$ cat config.mk
export PLATFORM = sky130hd
export DESIGN_NAME = delta_escape_width_encoder_unit
export DESIGN_NICKNAME = d
export VERILOG_FILES = /design/src/dew_pkg.sv /design/src/delta_escape_width_encoder_unit.sv /design/src/dew_front.sv /design/src/dew_queue.sv /design/src/dew_back.sv
export SDC_FILE = /design/constraint.sdc
export NUM_CORES = 1
export LEC_CHECK = 0
export ABC_AREA = 1
export BUFFER_PORTS_ARGS = -buffer_cell sky130_fd_sc_hd__clkbuf_2
export CAP_MARGIN = 20
export CORE_MARGIN = 3
export CORE_UTILIZATION = 40
export CTS_BUF_LIST = sky130_fd_sc_hd__clkbuf_4 sky130_fd_sc_hd__clkbuf_8
export CTS_CLUSTER_SIZE = 24
export DETAILED_ROUTE_END_ITERATION = 10
export PLACE_DENSITY = 0.64
export SETUP_SLACK_MARGIN = 0.4
export SLEW_MARGIN = 10
export SYNTH_ARGS = -nofsm -noshare
export SYNTH_HDL_FRONTEND = slang
export SYNTH_SLANG_ARGS = --single-unit
$ cat constraint.sdc
create_clock -name clk -period 7.51 [get_ports clk]
set_input_delay 1.1265 -clock clk [delete_from_list [all_inputs] [get_ports clk]]
set_output_delay 1.1265 -clock clk [all_outputs]
set_load 0.005 [all_outputs]
$ cat src/dew_pkg.sv
// shared types, constants and helper functions of the delta escape width encoder
package dew_pkg;

    localparam int unsigned VALUE_BITS  = 63;
    localparam int unsigned DIFF_BITS   = 64;
    localparam int unsigned OFFSET_BITS = 17;
    localparam int unsigned LIMIT_BITS  = 16;
    localparam int unsigned QUEUE_DEPTH = 2;
    localparam int unsigned QPTR_BITS   = $clog2(QUEUE_DEPTH);
    localparam int unsigned QCNT_BITS   = $clog2(QUEUE_DEPTH + 1);

    localparam logic [LIMIT_BITS-1:0] LIMIT_RESET = '1;

    typedef logic [1:0] width_code_t;

    localparam width_code_t WIDTH_1 = 2'd0;
    localparam width_code_t WIDTH_2 = 2'd1;
    localparam width_code_t WIDTH_4 = 2'd2;
    localparam width_code_t WIDTH_8 = 2'd3;

    localparam logic signed [DIFF_BITS-1:0] FIT1_MAX = 64'sd127;
    localparam logic signed [DIFF_BITS-1:0] FIT2_MAX = 64'sd32767;
    localparam logic signed [DIFF_BITS-1:0] FIT4_MAX = 64'sd2147483647;

    localparam logic [7:0] ESCAPE_TOP = 8'h80;
    localparam logic [7:0] PAD_BYTE   = 8'h00;

    typedef struct packed {
        logic [DIFF_BITS-1:0] diff;
        width_code_t          start_wc;
        width_code_t          need_wc;
        logic                 first;
        logic                 last;
    } entry_t;

    typedef enum logic [2:0] {
        PH_IDLE,
        PH_DATA,
        PH_ESC,
        PH_PAD,
        PH_LPAD
    } phase_t;

    function automatic logic [DIFF_BITS-1:0] widen(input logic [VALUE_BITS-1:0] v);
        return {{(DIFF_BITS - VALUE_BITS){v[VALUE_BITS-1]}}, v};
    endfunction

    function automatic width_code_t need_code(input logic [DIFF_BITS-1:0] d);
        logic signed [DIFF_BITS-1:0] s;
        s = $signed(d);
        if (s >= -FIT1_MAX && s <= FIT1_MAX)
            return WIDTH_1;
        else if (s >= -FIT2_MAX && s <= FIT2_MAX)
            return WIDTH_2;
        else if (s >= -FIT4_MAX && s <= FIT4_MAX)
            return WIDTH_4;
        else
            return WIDTH_8;
    endfunction

    function automatic logic [2:0] last_index(input width_code_t wc);
        case (wc)
            WIDTH_1: return 3'd0;
            WIDTH_2: return 3'd1;
            WIDTH_4: return 3'd3;
            default: return 3'd7;
        endcase
    endfunction

    function automatic logic [2:0] double_mask(input width_code_t wc);
        case (wc)
            WIDTH_1: return 3'd1;
            WIDTH_2: return 3'd3;
            default: return 3'd7;
        endcase
    endfunction

endpackage

$ cat src/delta_escape_width_encoder_unit.sv
// top level of the delta escape width encoder
// an item's first byte passes a queue slot, item registers and the output register
// throughput: one byte per cycle while out_stall is low; an item makes 1 to 22 bytes
// (about 8 for a run settled at 8-byte width), as set by the byte sequencer
// a 2-entry queue lets the input side take items while bytes are still going out
// reset: asynchronous active low; clears run state, queue, output valid, limit to 65535
module delta_escape_width_encoder_unit (
    input  logic                            clk,
    input  logic                            rst_n,
    input  logic                            cfg_we,
    input  logic [dew_pkg::LIMIT_BITS-1:0]  cfg_data,
    input  logic                            in_valid,
    output logic                            in_stall,
    input  logic [dew_pkg::VALUE_BITS-1:0]  sample_value,
    input  logic                            first_of_run,
    input  logic                            last_of_run,
    output logic                            out_valid,
    input  logic                            out_stall,
    output logic [7:0]                      out_byte,
    output logic                            end_of_item,
    output logic                            end_of_run,
    output logic                            too_long
);
    import dew_pkg::*;

    entry_t push_entry;
    entry_t head;
    logic   push;
    logic   full;
    logic   pop;
    logic   empty;

    dew_front u_front (
        .clk          (clk),
        .rst_n        (rst_n),
        .in_valid     (in_valid),
        .in_stall     (in_stall),
        .sample_value (sample_value),
        .first_of_run (first_of_run),
        .last_of_run  (last_of_run),
        .q_full       (full),
        .q_push       (push),
        .q_entry      (push_entry)
    );

    dew_queue u_queue (
        .clk        (clk),
        .rst_n      (rst_n),
        .push       (push),
        .push_entry (push_entry),
        .full       (full),
        .pop        (pop),
        .head       (head),
        .empty      (empty)
    );

    dew_back u_back (
        .clk         (clk),
        .rst_n       (rst_n),
        .cfg_we      (cfg_we),
        .cfg_data    (cfg_data),
        .q_empty     (empty),
        .q_head      (head),
        .q_pop       (pop),
        .out_valid   (out_valid),
        .out_stall   (out_stall),
        .out_byte    (out_byte),
        .end_of_item (end_of_item),
        .end_of_run  (end_of_run),
        .too_long    (too_long)
    );

endmodule

$ cat src/dew_front.sv
// front end: accepts items, forms the difference and classifies its width
module dew_front (
    input  logic                            clk,
    input  logic                            rst_n,
    input  logic                            in_valid,
    output logic                            in_stall,
    input  logic [dew_pkg::VALUE_BITS-1:0]  sample_value,
    input  logic                            first_of_run,
    input  logic                            last_of_run,
    input  logic                            q_full,
    output logic                            q_push,
    output dew_pkg::entry_t                 q_entry
);
    import dew_pkg::*;

    logic [VALUE_BITS-1:0] prev_reg;
    logic [VALUE_BITS-1:0] prev_next;
    width_code_t           wc_reg;
    width_code_t           wc_next;
    logic [VALUE_BITS-1:0] prev_base;
    width_code_t           wc_base;
    logic [DIFF_BITS-1:0]  diff;
    width_code_t           need;

    always_comb
    begin
        in_stall  = q_full;
        q_push    = in_valid && !q_full;
        prev_base = first_of_run ? '0 : prev_reg;
        wc_base   = first_of_run ? WIDTH_1 : wc_reg;
        diff      = widen(sample_value) - widen(prev_base);
        need      = need_code(diff);
        q_entry.diff     = diff;
        q_entry.start_wc = wc_base;
        q_entry.need_wc  = need;
        q_entry.first    = first_of_run;
        q_entry.last     = last_of_run;
        prev_next = prev_reg;
        wc_next   = wc_reg;
        if (q_push)
        begin
            prev_next = sample_value;
            wc_next   = (need > wc_base) ? need : wc_base;
        end
    end

    always_ff @(posedge clk or negedge rst_n)
    begin
        if (!rst_n)
        begin
            prev_reg <= '0;
            wc_reg   <= WIDTH_1;
        end
        else
        begin
            prev_reg <= prev_next;
            wc_reg   <= wc_next;
        end
    end

endmodule

$ cat src/dew_queue.sv
// short item queue between the front end and the byte sequencer
module dew_queue (
    input  logic            clk,
    input  logic            rst_n,
    input  logic            push,
    input  dew_pkg::entry_t push_entry,
    output logic            full,
    input  logic            pop,
    output dew_pkg::entry_t head,
    output logic            empty
);
    import dew_pkg::*;

    entry_t                 slot_reg [QUEUE_DEPTH];
    logic [QPTR_BITS-1:0]   wr_ptr_reg;
    logic [QPTR_BITS-1:0]   wr_ptr_next;
    logic [QPTR_BITS-1:0]   rd_ptr_reg;
    logic [QPTR_BITS-1:0]   rd_ptr_next;
    logic [QCNT_BITS-1:0]   count_reg;
    logic [QCNT_BITS-1:0]   count_next;
    logic                   do_push;
    logic                   do_pop;

    always_comb
    begin
        full    = (count_reg == QCNT_BITS'(QUEUE_DEPTH));
        empty   = (count_reg == '0);
        head    = slot_reg[rd_ptr_reg];
        do_push = push && !full;
        do_pop  = pop && !empty;
        wr_ptr_next = wr_ptr_reg;
        rd_ptr_next = rd_ptr_reg;
        count_next  = count_reg;
        if (do_push)
            wr_ptr_next = (wr_ptr_reg == QPTR_BITS'(QUEUE_DEPTH - 1)) ? '0 : wr_ptr_reg + 1'b1;
        if (do_pop)
            rd_ptr_next = (rd_ptr_reg == QPTR_BITS'(QUEUE_DEPTH - 1)) ? '0 : rd_ptr_reg + 1'b1;
        if (do_push && !do_pop)
            count_next = count_reg + 1'b1;
        else if (do_pop && !do_push)
            count_next = count_reg - 1'b1;
    end

    always_ff @(posedge clk or negedge rst_n)
    begin
        if (!rst_n)
        begin
            wr_ptr_reg <= '0;
            rd_ptr_reg <= '0;
            count_reg  <= '0;
        end
        else
        begin
            wr_ptr_reg <= wr_ptr_next;
            rd_ptr_reg <= rd_ptr_next;
            count_reg  <= count_next;
        end
    end

    always_ff @(posedge clk)
    begin
        if (do_push)
            slot_reg[wr_ptr_reg] <= push_entry;
    end

endmodule

$ cat src/dew_back.sv
// byte sequencer: data, escape and pad bytes with run byte count and limit check
module dew_back (
    input  logic                            clk,
    input  logic                            rst_n,
    input  logic                            cfg_we,
    input  logic [dew_pkg::LIMIT_BITS-1:0]  cfg_data,
    input  logic                            q_empty,
    input  dew_pkg::entry_t                 q_head,
    output logic                            q_pop,
    output logic                            out_valid,
    input  logic                            out_stall,
    output logic [7:0]                      out_byte,
    output logic                            end_of_item,
    output logic                            end_of_run,
    output logic                            too_long
);
    import dew_pkg::*;

    phase_t                 phase_reg, phase_next;
    logic [OFFSET_BITS-1:0] offset_reg, offset_next;
    logic                   ovf_reg, ovf_next;
    logic [LIMIT_BITS-1:0]  limit_reg;
    logic [DIFF_BITS-1:0]   diff_reg, diff_next;
    width_code_t            wc_reg, wc_next;
    width_code_t            need_reg, need_next;
    logic                   last_reg, last_next;
    logic [2:0]             idx_reg, idx_next;
    logic                   out_valid_reg, out_valid_next;
    logic [7:0]             out_byte_reg, out_byte_next;
    logic                   eoi_reg, eoi_next;
    logic                   eor_reg, eor_next;
    logic                   too_long_reg, too_long_next;

    logic                   advance;
    logic                   emit;
    logic                   final_byte;
    logic                   load;
    logic [7:0]             cur_byte;
    logic [OFFSET_BITS-1:0] off_inc;
    logic                   ovf_inc;
    width_code_t            wc_up;
    logic                   at_end;
    logic                   aligned2w;

    always_comb
    begin
        phase_next     = phase_reg;
        offset_next    = offset_reg;
        ovf_next       = ovf_reg;
        diff_next      = diff_reg;
        wc_next        = wc_reg;
        need_next      = need_reg;
        last_next      = last_reg;
        idx_next       = idx_reg;
        out_valid_next = out_valid_reg;
        out_byte_next  = out_byte_reg;
        eoi_next       = eoi_reg;
        eor_next       = eor_reg;
        too_long_next  = too_long_reg;
        emit           = 1'b0;
        final_byte     = 1'b0;
        cur_byte       = PAD_BYTE;

        advance   = !out_valid_reg || !out_stall;
        off_inc   = offset_reg + 1'b1;
        ovf_inc   = ovf_reg || (off_inc > {1'b0, limit_reg});
        wc_up     = wc_reg + 1'b1;
        at_end    = (idx_reg == last_index(wc_reg));
        aligned2w = ((off_inc[2:0] & double_mask(wc_reg)) == 3'd0);

        if (advance && phase_reg != PH_IDLE)
        begin
            emit        = 1'b1;
            offset_next = off_inc;
            ovf_next    = ovf_inc;
            case (phase_reg)
                PH_DATA:
                begin
                    cur_byte = diff_reg[8*idx_reg +: 8];
                    if (at_end)
                    begin
                        if (last_reg && off_inc[2:0] != 3'd0)
                            phase_next = PH_LPAD;
                        else
                            final_byte = 1'b1;
                    end
                    else
                        idx_next = idx_reg + 1'b1;
                end
                PH_ESC:
                begin
                    cur_byte = at_end ? ESCAPE_TOP : PAD_BYTE;
                    if (at_end)
                    begin
                        idx_next = '0;
                        if (aligned2w)
                        begin
                            wc_next    = wc_up;
                            phase_next = (wc_up >= need_reg) ? PH_DATA : PH_ESC;
                        end
                        else
                            phase_next = PH_PAD;
                    end
                    else
                        idx_next = idx_reg + 1'b1;
                end
                PH_PAD:
                begin
                    if (aligned2w)
                    begin
                        wc_next    = wc_up;
                        phase_next = (wc_up >= need_reg) ? PH_DATA : PH_ESC;
                    end
                end
                PH_LPAD:
                begin
                    if (off_inc[2:0] == 3'd0)
                        final_byte = 1'b1;
                end
                default:
                begin
                    emit = 1'b0;
                end
            endcase
            if (final_byte)
                phase_next = PH_IDLE;
        end

        load  = !q_empty && (phase_reg == PH_IDLE || final_byte);
        q_pop = load;
        if (load)
        begin
            diff_next  = q_head.diff;
            wc_next    = q_head.start_wc;
            need_next  = q_head.need_wc;
            last_next  = q_head.last;
            idx_next   = '0;
            phase_next = (q_head.start_wc >= q_head.need_wc) ? PH_DATA : PH_ESC;
            if (q_head.first)
            begin
                offset_next = '0;
                ovf_next    = 1'b0;
            end
        end

        if (advance)
        begin
            out_valid_next = emit;
            out_byte_next  = cur_byte;
            eoi_next       = final_byte;
            eor_next       = final_byte && last_reg;
            too_long_next  = ovf_inc;
        end

        out_valid   = out_valid_reg;
        out_byte    = out_byte_reg;
        end_of_item = eoi_reg;
        end_of_run  = eor_reg;
        too_long    = too_long_reg;
    end

    always_ff @(posedge clk or negedge rst_n)
    begin
        if (!rst_n)
        begin
            phase_reg     <= PH_IDLE;
            offset_reg    <= '0;
            ovf_reg       <= 1'b0;
            out_valid_reg <= 1'b0;
            limit_reg     <= LIMIT_RESET;
        end
        else
        begin
            phase_reg     <= phase_next;
            offset_reg    <= offset_next;
            ovf_reg       <= ovf_next;
            out_valid_reg <= out_valid_next;
            if (cfg_we)
                limit_reg <= cfg_data;
        end
    end

    always_ff @(posedge clk)
    begin
        diff_reg     <= diff_next;
        wc_reg       <= wc_next;
        need_reg     <= need_next;
        last_reg     <= last_next;
        idx_reg      <= idx_next;
        out_byte_reg <= out_byte_next;
        eoi_reg      <= eoi_next;
        eor_reg      <= eor_next;
        too_long_reg <= too_long_next;
    end

endmodule

==> flow_summary_export.csv <==
group,metric,value,unit
outcome,status,"finished, final reports clean",
synthesis,synth_ff_type,"edfxtp_1",
clock_network,clk_latency,0.70,ns
grt,grt_overflow,0,
layout,fin_nets,3228,
synthesis,ys_ff_latch,330,
detailed_routing,vias_per_cell,4.78,
layout,area.growth.synth_to_final,12.2,%
placement,placed_area,22200,µm²
power,p_sw,1.33,mW
power,power_frac_comb,0.163,
placement,dpl.cell_count,3667,
sta,slew_headroom,0.323,
power,p_int,3.35,mW
synthesis,syn-cell-area,21000,µm²
sta,max_slew.worst_pin.slew,1.02,ns
setup_path,cp-end-kind,"flop",
sta,hold_slack,0.476,ns
setup_path,r2r_slack,3.38,ns
grt,grt_usage,0.206,
clock_network,cts.clk_slew.worst_paths,0.06,ns
hold_path,min_path_type,"reg2reg",
synthesis,synth-edff-count,220,
layout,nFillCells,5191,
grt,grt_pass1_wl,91.0,mm
clock_network,cts_max_level,2,
clock_network,cts-root-buf,"clkbuf_8",
layout,multi_input_area,9600,µm²
detailed_routing,drt_iter0_markers,1275,
synthesis,synth_top_area_share,0.315,
sta,clock_skew,0.0693,ns
setup_path,worstPathArrival,5.62,ns
sta,rsz0062_at_grt,"no",
clock_network,cts.sinks,330,
sta,timing.final.crit_period,5.02,ns
power,p_sw_frac,0.284,
floorplan,die_h,235,µm
setup_path,ff2ff_path_depth,26,
synthesis,synth_area_per_cell,7.16,µm²
sta,fin_crit_sh,0.668,
sta,tns,0,ns
hold_path,min_to,"u_front.prev_reg[43]$_DFFE_PN0P_",
clock_network,postCtsSetupRepairBufs,0,
synthesis,ys_types,50,
power,seq_power_share,0.437,
clock_network,post_cts_resize_count,0,
clock_network,cts_hold_buf,0,
sta,fmax,0.199,GHz
sta,worst_slack,2.49,ns
detailed_routing,final_antenna_net_count,0,
hold_path,min_path_cells,2,
placement,io_buffers,98,
setup_path,cp.required,8.11,ns
setup_path,worstSetupPathType,"in2reg",
hold_path,hold_start,"u_front.prev_reg[43]$_DFFE_PN0P_",
setup_path,reg2reg_to,"u_front.wc_reg[0]$_DFFE_PN0P_",
synthesis,synthCells,2930,
floorplan,boundaryPins,99,
setup_path,cp_max_fo,41,
power,powerDensity,199,nW/µm²
detailed_routing,vias,18000,
layout,largest_reg_flops,140,
synthesis,seq_area_frac_synth,0.447,
clock_network,cts_tree,"built",
floorplan,fp.coreArea,51600,µm²
clock_network,cts_buffer_depth,3,
synthesis,synthArstFlopShare,0.324,
synthesis,yosysWarnings,0,
detailed_routing,drt_wl_total,57.3,mm
synthesis,synth_area_leaders,"edfxtp_1 (32%), nand2_1 (23%), dfrtp_1 (11%)",
layout,drive_gt1_frac,0.0963,
detailed_routing,drc,0,
grt,grt_max_degree,72,
sta,hold_violations,0,
clock_network,cts_buffers,57,
placement,place.gp.congestion,1.04,
power,leakage,12.1,nW
run,maxCapViolCount,0,
sta,finalSetupViolations,0,
placement,place_ws,1.83,ns
setup_path,cp-start-kind,"primary input",
sta,drv_slew,0,
detailed_routing,drt_first_pass_iters,6,
grt,antenna_found_initial,0,
layout,final-seq-area,9370,µm²
floorplan,die_w,235,µm
grt,grt_pass1_vias,16800,
floorplan,die_area,55200,µm²
placement,hpwl,43.6,mm
floorplan,start_util,0.406,
floorplan,row_count,83,
synthesis,yosys.area.top_type,"edfxtp_1",
synthesis,syn_nets,3112,
layout,layout.cells.non_filler,3775,
detailed_routing,wl_per_cell,15.2,µm
power,irDropWorstVdd,0.164,mV
layout,finalInstanceArea,23500,µm²
setup_path,r2r_start,"u_front.prev_reg[28]$_DFFE_PN0P_",
power,p_clk_frac,0.400,
## layer usage
metal	routed length, µm	GRT usage
met1	25900	0.280
met2	25700	0.333
met3	3200	0.0284
met4	2420	0.0812
met5	0	0
## Yosys cell counts (19+ instances only)
library cell,instances
a21oi_1,62
clkbuf_1,45
dfrtp_1,91
edfxtp_1,220
ha_1,95
inv_1,466
inv_2,19
nand2_1,1286
nand3_1,112
nand4_1,19
nor2_1,232
nor2_2,20
nor3_1,20
o21ai_0,73
xor2_1,22
## critical path, cell delays in order
cell	delay, ns
clkbuf_2	0.14
inv_2	0.52
buf_4	0.35
nand2_1	0.08
ha_1	0.37
a21oi_1	0.20
o21ai_0	0.17
a21oi_1	0.27
nand2_1	0.16
a21oi_1	0.32
nand3_1	0.14
nand2_2	0.22
nand2_1	0.11
nor2_1	0.11
nand2_1	0.07
nor2_2	0.13
nand3_1	0.10
nand2_2	0.08
inv_2	0.05
nand3_2	0.06
nand2_2	0.06
ha_1	0.29
a21oi_1	0.17
nor2_1	0.06
nor2_1	0.10
nand2_1	0.06
nand2_1	0.05
## per-stage QoR
stage	utilization	power [mW]
floorplan	-	2.60
global placement	0.431	2.83
detailed placement	0.431	2.83
CTS	0.456	4.73
global route	0.456	4.94
finish	0.456	4.67
## cell families after synthesis
group | Yosys count | synth area share
AND/OR/NAND/NOR | 1742 | 0.334
buffers and inverters | 540 | 0.0970
flip-flops | 330 | 0.447
AO/OA/AOI/OAI | 187 | 0.0499
adder cells (fa/ha/maj) | 96 | 0.0576
XOR/XNOR | 33 | 0.0138
multiplexers | 2 | 0.00101
## cell usage in the layout (no fill, tap or decap), drive strengths merged, types with 3 or more instances in the layout
cell type / netlist / layout
dfstp: 16 / 16
xor2: 22 / 22
nand3: 117 / 117
o211ai: 7 / 7
o21bai: 4 / 4
clkinv: 1 / 19
a21oi: 62 / 62
ha: 95 / 95
nand2: 1302 / 1302
nor4: 6 / 6
bufinv: 0 / 8
o22ai: 8 / 8
o21ai: 76 / 76
a211oi: 12 / 12
buf: 9 / 14
inv: 485 / 488
nor3: 24 / 24
and2: 4 / 4
dfxtp: 3 / 3
nand4: 19 / 19
a31oi: 11 / 11
edfxtp: 220 / 220
xnor2: 11 / 11
nor2: 256 / 256
dfrtp: 91 / 91
nand3b: 8 / 8
clkbuf: 45 / 173
## layout make-up
type | instances | area share
Clock inverter | 30 | 0.0159
Tap cell | 680 | 0.0362
Antenna cell | 2 | 0.000213
Multi-Input combinational cell | 2060 | 0.408
Sequential cell | 330 | 0.398
Inverter | 486 | 0.0775
Clock buffer | 76 | 0.0394
Timing Repair Buffer | 111 | 0.0251
## power groups by stage
| stage | sequential, mW | combinational [mW] | clock, mW |
|---|---|---|---|
| 2_1_floorplan | 2.07 | 0.535 | 0 |
| 3_3_place_gp | 2.08 | 0.752 | 0 |
| 3_5_place_dp | 2.08 | 0.758 | 0 |
| 4_1_cts | 2.04 | 0.761 | 1.92 |
| 5_1_grt | 2.05 | 0.880 | 2.01 |
| 6_report | 2.04 | 0.762 | 1.87 |
## worst max-delay path by stage
stage            startpoint                          endpoint  slack (ns)  depth (start not counted)
3_5_place_dp   first_of_run     u_front.wc_reg[0]$_DFFE_PN0P_        1.83                         30
6_report       first_of_run     u_front.wc_reg[0]$_DFFE_PN0P_        2.49                         27
2_1_floorplan      in_valid  u_queue.slot_reg[1][0]$_DFFE_PP_        2.54                          3
3_3_place_gp   first_of_run     u_front.wc_reg[0]$_DFFE_PN0P_        1.85                         32
5_1_grt        first_of_run     u_front.wc_reg[0]$_DFFE_PN0P_        2.01                         32
4_1_cts        first_of_run     u_front.wc_reg[0]$_DFFE_PN0P_        2.54                         30
(Power assumes the default switching activity.)
